## config.mk

```make
export PLATFORM = sky130hd
export DESIGN_NAME = stepper_step_generator_ramped_unit_flat
export DESIGN_NICKNAME = d
export VERILOG_FILES = /design/src/rtl/stp_pkg.sv /design/src/rtl/stp_if.sv /design/src/rtl/stp_csr.sv /design/src/rtl/stp_core.sv /design/src/rtl/stepper_step_generator_ramped_unit.sv /design/src/flat_wrapper.sv
export SDC_FILE = /design/constraint.sdc
export NUM_CORES = 1
export LEC_CHECK = 0
export ABC_AREA = 1
export BUFFER_PORTS_ARGS = -buffer_cell sky130_fd_sc_hd__buf_2
export CAP_MARGIN = 20
export CORE_MARGIN = 5
export CORE_UTILIZATION = 50
export CTS_BUF_LIST = sky130_fd_sc_hd__clkbuf_4
export CTS_CLUSTER_DIAMETER = 120
export DETAILED_ROUTE_END_ITERATION = 8
export GPL_TIMING_DRIVEN = 0
export PLACE_DENSITY = 0.77
export SLEW_MARGIN = 0
export SYNTH_ARGS = -nofsm -noshare
export SYNTH_HDL_FRONTEND = slang
export SYNTH_SLANG_ARGS = --single-unit
```

## constraint.sdc

```tcl
create_clock -name clock -period 10.7 [get_ports clock]
set_input_delay 2.14 -clock clock [delete_from_list [all_inputs] [get_ports clock]]
set_output_delay 2.14 -clock clock [all_outputs]
set_load 0.02 [all_outputs]
```

## src/rtl/stp_pkg.sv

```systemverilog
// Package for the ramped stepper step generator.
// Holds widths, register reset values, codes and the structs used by the csr, core and top-level files.
// Depends on nothing.
package stp_pkg;

   localparam int POS_W       = 32;
   localparam int SPEED_W     = 18;
   localparam int GOAL_VEL_W  = 19;
   localparam int ACCEL_W     = 16;
   localparam int FRAC_BITS   = 16;
   localparam int ACC_W       = FRAC_BITS + 3;
   localparam int STEP_W      = 3;
   localparam int MAX_STEPS   = 4;
   localparam int CSR_DATA_W  = 18;
   localparam int CSR_INDEX_W = 1;

   localparam logic [ACCEL_W-1:0] ACCEL_RESET   = 16'd66;
   localparam logic [SPEED_W-1:0] MAX_VEL_RESET = 18'd65536;

   typedef enum logic [CSR_INDEX_W-1:0] {
      CSR_ACCEL_RATE  = 1'b0,
      CSR_SPEED_LIMIT = 1'b1
   } csr_index_type;

   typedef enum logic {
      REQ_TICK = 1'b0,
      REQ_MOVE = 1'b1
   } req_kind_type;

   typedef struct packed {
      logic [ACCEL_W-1:0] accel_rate;
      logic [SPEED_W-1:0] speed_limit;
   } cfg_type;

   typedef struct packed {
      logic [STEP_W-1:0]       step_count;
      logic                    direction;
      logic signed [POS_W-1:0] position;
      logic [SPEED_W-1:0]      velocity;
      logic                    at_target;
   } rsp_data_type;

endpackage

```

## src/rtl/stp_if.sv

```systemverilog
// Channel interfaces for the step generator: request, response and register write.
// Depends on stp_pkg for the field widths.
interface stp_req_if;
   logic                                 valid;
   logic                                 ready;
   logic                                 req_type;
   logic signed [stp_pkg::POS_W-1:0]     goal_position;
   logic signed [stp_pkg::GOAL_VEL_W-1:0] goal_velocity;

   modport source (output valid, output req_type, output goal_position,
                   output goal_velocity, input ready);
   modport sink (input valid, input req_type, input goal_position,
                 input goal_velocity, output ready);
endinterface

interface stp_rsp_if;
   logic                             valid;
   logic                             ready;
   logic [stp_pkg::STEP_W-1:0]       step_count;
   logic                             direction;
   logic signed [stp_pkg::POS_W-1:0] position;
   logic [stp_pkg::SPEED_W-1:0]      velocity;
   logic                             at_target;

   modport source (output valid, output step_count, output direction, output position,
                   output velocity, output at_target, input ready);
   modport sink (input valid, input step_count, input direction, input position,
                 input velocity, input at_target, output ready);
endinterface

interface stp_csr_if;
   logic                              valid;
   logic                              ready;
   logic [stp_pkg::CSR_INDEX_W-1:0]   index;
   logic [stp_pkg::CSR_DATA_W-1:0]    wdata;

   modport source (output valid, output index, output wdata, input ready);
   modport sink (input valid, input index, input wdata, output ready);
endinterface

```

## src/rtl/stp_csr.sv

```systemverilog
// Configuration registers of the step generator: acceleration rate and velocity ceiling.
// Depends on stp_pkg.
module stp_csr (
   input  logic                              clock,
   input  logic                              reset,
   input  logic                              wr_valid,
   input  logic [stp_pkg::CSR_INDEX_W-1:0]   wr_index,
   input  logic [stp_pkg::CSR_DATA_W-1:0]    wr_data,
   output stp_pkg::cfg_type                  cfg
);

   stp_pkg::cfg_type cfg_ff;
   stp_pkg::cfg_type cfg_in;

   always_comb begin
      cfg_in = cfg_ff;
      if (wr_valid) begin
         case (stp_pkg::csr_index_type'(wr_index))
            stp_pkg::CSR_ACCEL_RATE: begin
               cfg_in.accel_rate = wr_data[stp_pkg::ACCEL_W-1:0];
            end
            stp_pkg::CSR_SPEED_LIMIT: begin
               cfg_in.speed_limit = wr_data[stp_pkg::SPEED_W-1:0];
            end
            default: begin
               cfg_in = cfg_ff;
            end
         endcase
      end
   end

   always_ff @(posedge clock) begin
      if (reset) begin
         cfg_ff.accel_rate  <= stp_pkg::ACCEL_RESET;
         cfg_ff.speed_limit <= stp_pkg::MAX_VEL_RESET;
      end else begin
         cfg_ff <= cfg_in;
      end
   end

   assign cfg = cfg_ff;

endmodule

```

## src/rtl/stp_core.sv

```systemverilog
// Motion state of the step generator and its per-transaction update: speed ramp,
// phase accumulator and step count. Depends on stp_pkg.
module stp_core (
   input  logic                                  clock,
   input  logic                                  reset,
   input  logic                                  accept,
   input  logic                                  req_type,
   input  logic signed [stp_pkg::POS_W-1:0]      goal_position,
   input  logic signed [stp_pkg::GOAL_VEL_W-1:0] goal_velocity,
   input  stp_pkg::cfg_type                      cfg,
   output stp_pkg::rsp_data_type                 result
);

   localparam int POS_W   = stp_pkg::POS_W;
   localparam int SPEED_W = stp_pkg::SPEED_W;
   localparam int ACC_W   = stp_pkg::ACC_W;
   localparam int STEP_W  = stp_pkg::STEP_W;
   localparam int FRAC    = stp_pkg::FRAC_BITS;

   logic signed [POS_W-1:0] cur_pos_ff, cur_pos_in;
   logic signed [POS_W-1:0] tgt_pos_ff, tgt_pos_in;
   logic [SPEED_W-1:0]      cur_speed_ff, cur_speed_in;
   logic [SPEED_W-1:0]      tgt_speed_ff, tgt_speed_in;
   logic [ACC_W-1:0]        acc_ff, acc_in;

   logic [SPEED_W-1:0] goal_clamped;
   logic               up;
   logic [SPEED_W-1:0] speed_err;
   logic [SPEED_W-1:0] ramp_speed;
   logic [ACC_W:0]     acc_sum;
   logic [ACC_W-1:0]   acc_sat;
   logic [POS_W:0]     pos_gap;
   logic [STEP_W-1:0]  whole_raw;
   logic [STEP_W-1:0]  cap;
   logic [STEP_W-1:0]  whole;
   logic [POS_W-1:0]   pos_step;

   always_comb begin
      if (goal_velocity[stp_pkg::GOAL_VEL_W-1]) begin
         goal_clamped = '0;
      end else if (goal_velocity[SPEED_W-1:0] > cfg.speed_limit) begin
         goal_clamped = cfg.speed_limit;
      end else begin
         goal_clamped = goal_velocity[SPEED_W-1:0];
      end
   end

   always_comb begin
      up = tgt_pos_ff > cur_pos_ff;
      if (tgt_speed_ff > cur_speed_ff) begin
         speed_err  = tgt_speed_ff - cur_speed_ff;
         ramp_speed = (speed_err <= SPEED_W'(cfg.accel_rate)) ? tgt_speed_ff
                      : cur_speed_ff + SPEED_W'(cfg.accel_rate);
      end else begin
         speed_err  = cur_speed_ff - tgt_speed_ff;
         ramp_speed = (speed_err <= SPEED_W'(cfg.accel_rate)) ? tgt_speed_ff
                      : cur_speed_ff - SPEED_W'(cfg.accel_rate);
      end
      acc_sum = {1'b0, acc_ff} + (ACC_W+1)'(ramp_speed);
      acc_sat = acc_sum[ACC_W] ? '1 : acc_sum[ACC_W-1:0];
      if (up) begin
         pos_gap = {tgt_pos_ff[POS_W-1], tgt_pos_ff} - {cur_pos_ff[POS_W-1], cur_pos_ff};
      end else begin
         pos_gap = {cur_pos_ff[POS_W-1], cur_pos_ff} - {tgt_pos_ff[POS_W-1], tgt_pos_ff};
      end
      whole_raw = acc_sat[ACC_W-1:FRAC];
      cap = (pos_gap < (POS_W+1)'(stp_pkg::MAX_STEPS)) ? pos_gap[STEP_W-1:0]
            : STEP_W'(stp_pkg::MAX_STEPS);
      whole = (whole_raw < cap) ? whole_raw : cap;
      pos_step = up ? cur_pos_ff + POS_W'(whole) : cur_pos_ff - POS_W'(whole);
   end

   always_comb begin
      cur_pos_in   = cur_pos_ff;
      tgt_pos_in   = tgt_pos_ff;
      cur_speed_in = cur_speed_ff;
      tgt_speed_in = tgt_speed_ff;
      acc_in       = acc_ff;
      result.step_count = '0;
      result.direction  = 1'b0;
      if (stp_pkg::req_kind_type'(req_type) == stp_pkg::REQ_MOVE) begin
         tgt_pos_in   = goal_position;
         tgt_speed_in = goal_clamped;
      end else if (cur_pos_ff == tgt_pos_ff) begin
         cur_speed_in = '0;
         tgt_speed_in = '0;
         acc_in       = '0;
      end else begin
         cur_speed_in = ramp_speed;
         acc_in       = acc_sat - (ACC_W'(whole) << FRAC);
         cur_pos_in   = pos_step;
         result.step_count = whole;
         result.direction  = up;
      end
      result.position  = cur_pos_in;
      result.velocity  = cur_speed_in;
      result.at_target = (cur_pos_in == tgt_pos_in);
   end

   always_ff @(posedge clock) begin
      if (reset) begin
         cur_pos_ff   <= '0;
         tgt_pos_ff   <= '0;
         cur_speed_ff <= '0;
         tgt_speed_ff <= '0;
         acc_ff       <= '0;
      end else if (accept) begin
         cur_pos_ff   <= cur_pos_in;
         tgt_pos_ff   <= tgt_pos_in;
         cur_speed_ff <= cur_speed_in;
         tgt_speed_ff <= tgt_speed_in;
         acc_ff       <= acc_in;
      end
   end

endmodule

```

## src/rtl/stepper_step_generator_ramped_unit.sv

```systemverilog
// Ramped stepper step generator, top level. Depends on stp_pkg, the stp_*_if
// interfaces, stp_csr and stp_core.
// The response is registered and appears in the cycle after the request transaction.
// Throughput: one transaction per cycle while the response is taken; the response register frees as it is taken.
// Reset clears the motion state and the response valid flag and restores the
// configuration registers to their defaults.
module stepper_step_generator_ramped_unit (
   input  logic      clock,
   input  logic      reset,
   stp_req_if.sink   req_bus,
   stp_rsp_if.source rsp_bus,
   stp_csr_if.sink   csr_bus
);

   stp_pkg::cfg_type      cfg;
   stp_pkg::rsp_data_type result;
   stp_pkg::rsp_data_type rsp_data_ff;
   logic                  rsp_valid_ff, rsp_valid_in;
   logic                  accept;

   assign csr_bus.ready = 1'b1;
   assign req_bus.ready = !rsp_valid_ff || rsp_bus.ready;
   assign accept        = req_bus.valid && req_bus.ready;

   stp_csr u_csr (
      .clock    (clock),
      .reset    (reset),
      .wr_valid (csr_bus.valid),
      .wr_index (csr_bus.index),
      .wr_data  (csr_bus.wdata),
      .cfg      (cfg)
   );

   stp_core u_core (
      .clock         (clock),
      .reset         (reset),
      .accept        (accept),
      .req_type      (req_bus.req_type),
      .goal_position (req_bus.goal_position),
      .goal_velocity (req_bus.goal_velocity),
      .cfg           (cfg),
      .result        (result)
   );

   assign rsp_valid_in = accept || (rsp_valid_ff && !rsp_bus.ready);

   always_ff @(posedge clock) begin
      if (reset) begin
         rsp_valid_ff <= 1'b0;
      end else begin
         rsp_valid_ff <= rsp_valid_in;
      end
   end

   always_ff @(posedge clock) begin
      if (accept) begin
         rsp_data_ff <= result;
      end
   end

   assign rsp_bus.valid      = rsp_valid_ff;
   assign rsp_bus.step_count = rsp_data_ff.step_count;
   assign rsp_bus.direction  = rsp_data_ff.direction;
   assign rsp_bus.position   = rsp_data_ff.position;
   assign rsp_bus.velocity   = rsp_data_ff.velocity;
   assign rsp_bus.at_target  = rsp_data_ff.at_target;

endmodule
```

## src/flat_wrapper.sv

```systemverilog
// flat-port wrapper written by rule: the top's interface ports become plain ports
module stepper_step_generator_ramped_unit_flat 
  (clock, reset, req_bus_valid, req_bus_req_type, req_bus_goal_position, req_bus_goal_velocity, req_bus_ready, rsp_bus_valid, rsp_bus_step_count, rsp_bus_direction, rsp_bus_position, rsp_bus_velocity, rsp_bus_at_target, rsp_bus_ready, csr_bus_valid, csr_bus_index, csr_bus_wdata, csr_bus_ready);
  stp_req_if req_bus_i ();
  stp_rsp_if rsp_bus_i ();
  stp_csr_if csr_bus_i ();
  input  logic clock;
  input  logic reset;
  input wire logic [$bits(req_bus_i.valid)-1:0] req_bus_valid;
  input wire logic [$bits(req_bus_i.req_type)-1:0] req_bus_req_type;
  input wire logic [$bits(req_bus_i.goal_position)-1:0] req_bus_goal_position;
  input wire logic [$bits(req_bus_i.goal_velocity)-1:0] req_bus_goal_velocity;
  output wire logic [$bits(req_bus_i.ready)-1:0] req_bus_ready;
  output wire logic [$bits(rsp_bus_i.valid)-1:0] rsp_bus_valid;
  output wire logic [$bits(rsp_bus_i.step_count)-1:0] rsp_bus_step_count;
  output wire logic [$bits(rsp_bus_i.direction)-1:0] rsp_bus_direction;
  output wire logic [$bits(rsp_bus_i.position)-1:0] rsp_bus_position;
  output wire logic [$bits(rsp_bus_i.velocity)-1:0] rsp_bus_velocity;
  output wire logic [$bits(rsp_bus_i.at_target)-1:0] rsp_bus_at_target;
  input wire logic [$bits(rsp_bus_i.ready)-1:0] rsp_bus_ready;
  input wire logic [$bits(csr_bus_i.valid)-1:0] csr_bus_valid;
  input wire logic [$bits(csr_bus_i.index)-1:0] csr_bus_index;
  input wire logic [$bits(csr_bus_i.wdata)-1:0] csr_bus_wdata;
  output wire logic [$bits(csr_bus_i.ready)-1:0] csr_bus_ready;
  assign req_bus_i.valid = req_bus_valid;
  assign req_bus_i.req_type = req_bus_req_type;
  assign req_bus_i.goal_position = req_bus_goal_position;
  assign req_bus_i.goal_velocity = req_bus_goal_velocity;
  assign req_bus_ready = req_bus_i.ready;
  assign rsp_bus_valid = rsp_bus_i.valid;
  assign rsp_bus_step_count = rsp_bus_i.step_count;
  assign rsp_bus_direction = rsp_bus_i.direction;
  assign rsp_bus_position = rsp_bus_i.position;
  assign rsp_bus_velocity = rsp_bus_i.velocity;
  assign rsp_bus_at_target = rsp_bus_i.at_target;
  assign rsp_bus_i.ready = rsp_bus_ready;
  assign csr_bus_i.valid = csr_bus_valid;
  assign csr_bus_i.index = csr_bus_index;
  assign csr_bus_i.wdata = csr_bus_wdata;
  assign csr_bus_ready = csr_bus_i.ready;
  stepper_step_generator_ramped_unit u_core (.clock(clock), .reset(reset), .req_bus(req_bus_i), .rsp_bus(rsp_bus_i), .csr_bus(csr_bus_i));
endmodule
```

==> run summary <==
The internal reg-to-reg setup slack came out at 0.30 ns. The net count of the finished layout came out at ~3.7k. The final count of pins violating max slew was 0. The pre-CTS setup slack is -2.27 ns. The clock net sink count is approximately 210. The worst pin sits at a relative slew slack of 0.333.

The highest metal layer carrying signal wires in the routed design is met4. The number of instances in the placed design is around 3.8k. The average detailed-routed wire length per instance came out at 18.7 um. The clock skew came out at ~0.065 ns. The H-tree level count came out at 2. The final-report hold violation count came out at 0. In this run the remaining antenna-violating nets after routing total 0. Across all layers, the routed design uses ~22k vias. The number of global-route vias before repair is slightly below 20k. Counting flops with a built-in enable in the synthesized netlist gives 55.

Entering global routing, the biggest net connects 47 pins. The worst-skew pair later-pin latency is a little under 0.8 ns. The min-delay analysis places its worst path in the category register to register. Before antenna repair, the detailed router went through 6 iterations. The CTS clock-pin slew for the worst setup and hold paths is approximately 0.07 ns. The count of placed standard cells in the final layout, fillers left out is between 3k and 4k.

The share of the yosys chip area belonging to registers is 0.231. The number of maximum-capacitance constraint violations is 0. The final setup violation count came out at 0. The run finished with clean final reports. The post-DP HPWL is ~58 mm. STA classifies the critical path endpoint as a register. The total of fill cells in the finished design came out at 3,937. The final critical-path setup slack is ~0.3 ns. STA puts the critical path data required time at between 10 and 15 ns. The remaining design rule violation count came out at 0. Detailed routing placed a total of between 30 and 40 mm of wire on met2.

The initial core utilization came out at 0.504. Counting flops with an async set or reset pin after synthesis yields a share of 0. The number of rows in the core area is 74. The cell occurring most often along the worst timing path is nand2_1. The post-synthesis cell type count is 60. Global routing finished with a remaining overflow of 0. The category of the critical setup timing path is register to register. The most frequently used flop master after synthesis is dfxtp_1.

After clock tree synthesis, the flow added hold-fix buffers numbering 0. In this run the cell area of the synthesized design comes to ~20,000 um^2. In the finished design, the share of the clock period the worst path needs comes to 0.972. The chip height came out at around 210 um. The die covers about 45,000 um^2. The first-pass GRT wire length is between 100 and 150 mm. The number of clock buffers added by TritonCTS is 55.

The longest clock path from root to sink contains 3 buffers. TritonCTS built the clock tree. In the final layout, the share of cells above drive strength 1 is 0.147.

The met1 wire length is between 30 and 40 mm. The largest fanout of any net on the critical path is 7. The total length of routed met3 wires came out at approximately 8 mm. The final weighted congestion in routability-driven placement is 1.02. The detailed router finished its first iteration with roughly 2.3k violations. The data arrival time of the critical path came out at about 11 ns.

Counting flops and latches in the post-synthesis netlist gives around 210. For this run, the total global-route usage over all layers was measured as 0.303. The die span in x came out at around 210 um.

Once layout is complete, the utilization of the core stands at 0.581. The boundary pin count came out at roughly 130. The post-synth net total came out at around 3.4k. The maximum frequency from static timing analysis came out at between 90 and 100 MHz. The worst setup path is launched from a register. The total of warnings raised by yosys came out at 0. The routed wire length is ~73 mm. The total of buffers placed on input and output ports came out at approximately 130. The root buffer cell chosen for the clock tree is clkbuf_4. The layout overhead on the synthesized area came out at 15.2%. The largest individual stage delay along the critical path comes from the cell ha_4. The hold slack came out at 0.472 ns. The via density per instance is 5.66.

The number of antenna violations at the first check in global routing is 1. In this design, the stage delay of the slowest critical-path cell is 0.39 ns. At the pin with the least slew margin, the transition time is between 1 and 1.5 ns.

In this run the standard cell core region covers between 40,000 and 50,000 um^2. Averaged over all synthesized cells, the footprint is approximately 6.6 um^2. The final critical delay including setup and external delays came out at roughly 10 ns. The post-synthesis cell count is 3,105.
area by class of cell:
| class | instances | area [um^2] | share of cell area |
|---|---|---|---|
| Multi-Input combinational cell | 2348 | 14200 | 0.603 |
| Antenna cell | 1 | 2.50 | 0.000106 |
| Clock inverter | 29 | 170 | 0.00721 |
| Buffer | 110 | 558 | 0.0236 |
| Timing Repair Buffer | 178 | 1030 | 0.0436 |
| Clock buffer | 75 | 563 | 0.0238 |
| Sequential cell | 209 | 4750 | 0.201 |
| Inverter | 432 | 1630 | 0.0692 |
| Tap cell | 532 | 666 | 0.0282 |
synth_stat cells, types with 4 or more instances:
master | n | area, um^2
a211oi_1 | 8 | 60.1
a21boi_0 | 5 | 37.5
a21o_1 | 8 | 60.1
a21oi_1 | 363 | 1820
a221oi_1 | 6 | 52.6
a31oi_1 | 14 | 87.6
a32oi_1 | 6 | 52.6
and2_1 | 5 | 31.3
buf_2 | 17 | 85.1
buf_4 | 5 | 37.5
clkbuf_1 | 87 | 327
dfxtp_1 | 154 | 3080
edfxtp_1 | 55 | 1650
fa_1 | 9 | 180
ha_1 | 236 | 2950
inv_1 | 419 | 1570
inv_2 | 9 | 33.8
nand2_1 | 756 | 2840
nand2_2 | 26 | 163
nand3_1 | 115 | 576
nand3b_1 | 5 | 37.5
nand4_1 | 26 | 163
nor2_1 | 166 | 623
nor2_2 | 11 | 68.8
nor2_4 | 5 | 56.3
nor3_1 | 13 | 65.1
nor4_1 | 4 | 25.0
o211ai_1 | 37 | 278
o21a_1 | 11 | 82.6
o21ai_0 | 289 | 1450
o21ai_1 | 8 | 40.0
o21bai_1 | 13 | 97.6
o221ai_1 | 6 | 52.6
o22ai_1 | 8 | 50.1
o31ai_1 | 4 | 30.0
or2_2 | 36 | 225
xnor2_1 | 33 | 289
xor2_1 | 95 | 832
cells by family after synthesis:
group / Yosys count / synth area share
buf+inv: 549 / 0.105
fa+ha+maj: 245 / 0.153
compound gates: 794 / 0.211
simple gates: 1179 / 0.245
other cells: 1 / 0.000183
flops: 209 / 0.231
xor+xnor: 128 / 0.0547
per-stage QoR:
stage	setup TNS (ns)	instance area, um^2
final	0	23600
after global routing	-0.141	23600
after CTS	0	22900
after detailed placement	-49.18	21800
after global placement	-48.92	21800
after floorplan	0	20500
path summary, 6_finish.rpt:
kind	startpoint	depth (start not counted)	endpoint
hold reg to reg	u_core.u_core.acc_ff[17]	2	u_core.u_core.acc_ff[17]
setup / recovery	u_core.u_core.cur_speed_ff[2]	67	u_core.rsp_bus.at_target
hold / removal	u_core.u_core.acc_ff[17]	2	u_core.u_core.acc_ff[17]
setup reg to reg	u_core.u_core.cur_speed_ff[2]	67	u_core.rsp_bus.at_target
critical path, delay by kind of cell, from the launching register on:
kind            cells  cell delay, ns
compound gates     19            2.90
buf+inv            10            1.09
simple gates       29            3.56
xor+xnor            2            0.26
fa+ha+maj           7            2.02
flops               1            0.35
state kept, by name, indices dropped and copies added, names as in the netlist:
name and cells:
u_core.u_core.cur_speed_ff 18, u_core.rsp_bus.valid 1, u_core.u_core.cur_pos_ff 32, u_core.rsp_bus.velocity 18, u_core.rsp_bus.direction 1, u_core.u_core.tgt_pos_ff 32, u_core.u_csr.cfg 34, u_core.u_core.acc_ff 19
u_core.rsp_bus.at_target 1, u_core.rsp_bus.position 32, u_core.u_core.tgt_speed_ff 18, u_core.rsp_bus.step_count 3
cell usage in the layout (no fill, tap or decap), drive strengths merged, types with 14 or more instances in the layout:
cell type,netlist,routed
xor2,95,95
nand2,786,786
edfxtp,55,55
clkbuf,87,153
or2,36,37
dfxtp,154,154
nor2,183,183
ha,236,236
o21ai,297,297
nand3,117,117
o211ai,38,38
buf,30,210
nand4,27,27
inv,429,429
a21oi,364,364
a31oi,14,14
clkinv,3,29
xnor2,33,33
layer usage:
layer	track usage	vias to the layer above
li1	-	10700
met1	0.426	10100
met2	0.456	1092
met3	0.0739	188
met4	0.101	0
met5	0	-
timing repair:
action	4_1_cts	5_1_grt
endpoints found under the setup margin	54	25
gates resized for setup	75	115
buffers inserted	9	36
pin swaps	11	45
hold endpoints to repair	0	0
gates cloned	0	1
Power is not shown: default switching activity piles up to over one toggle a cycle in this logic, so the estimate is an artifact.
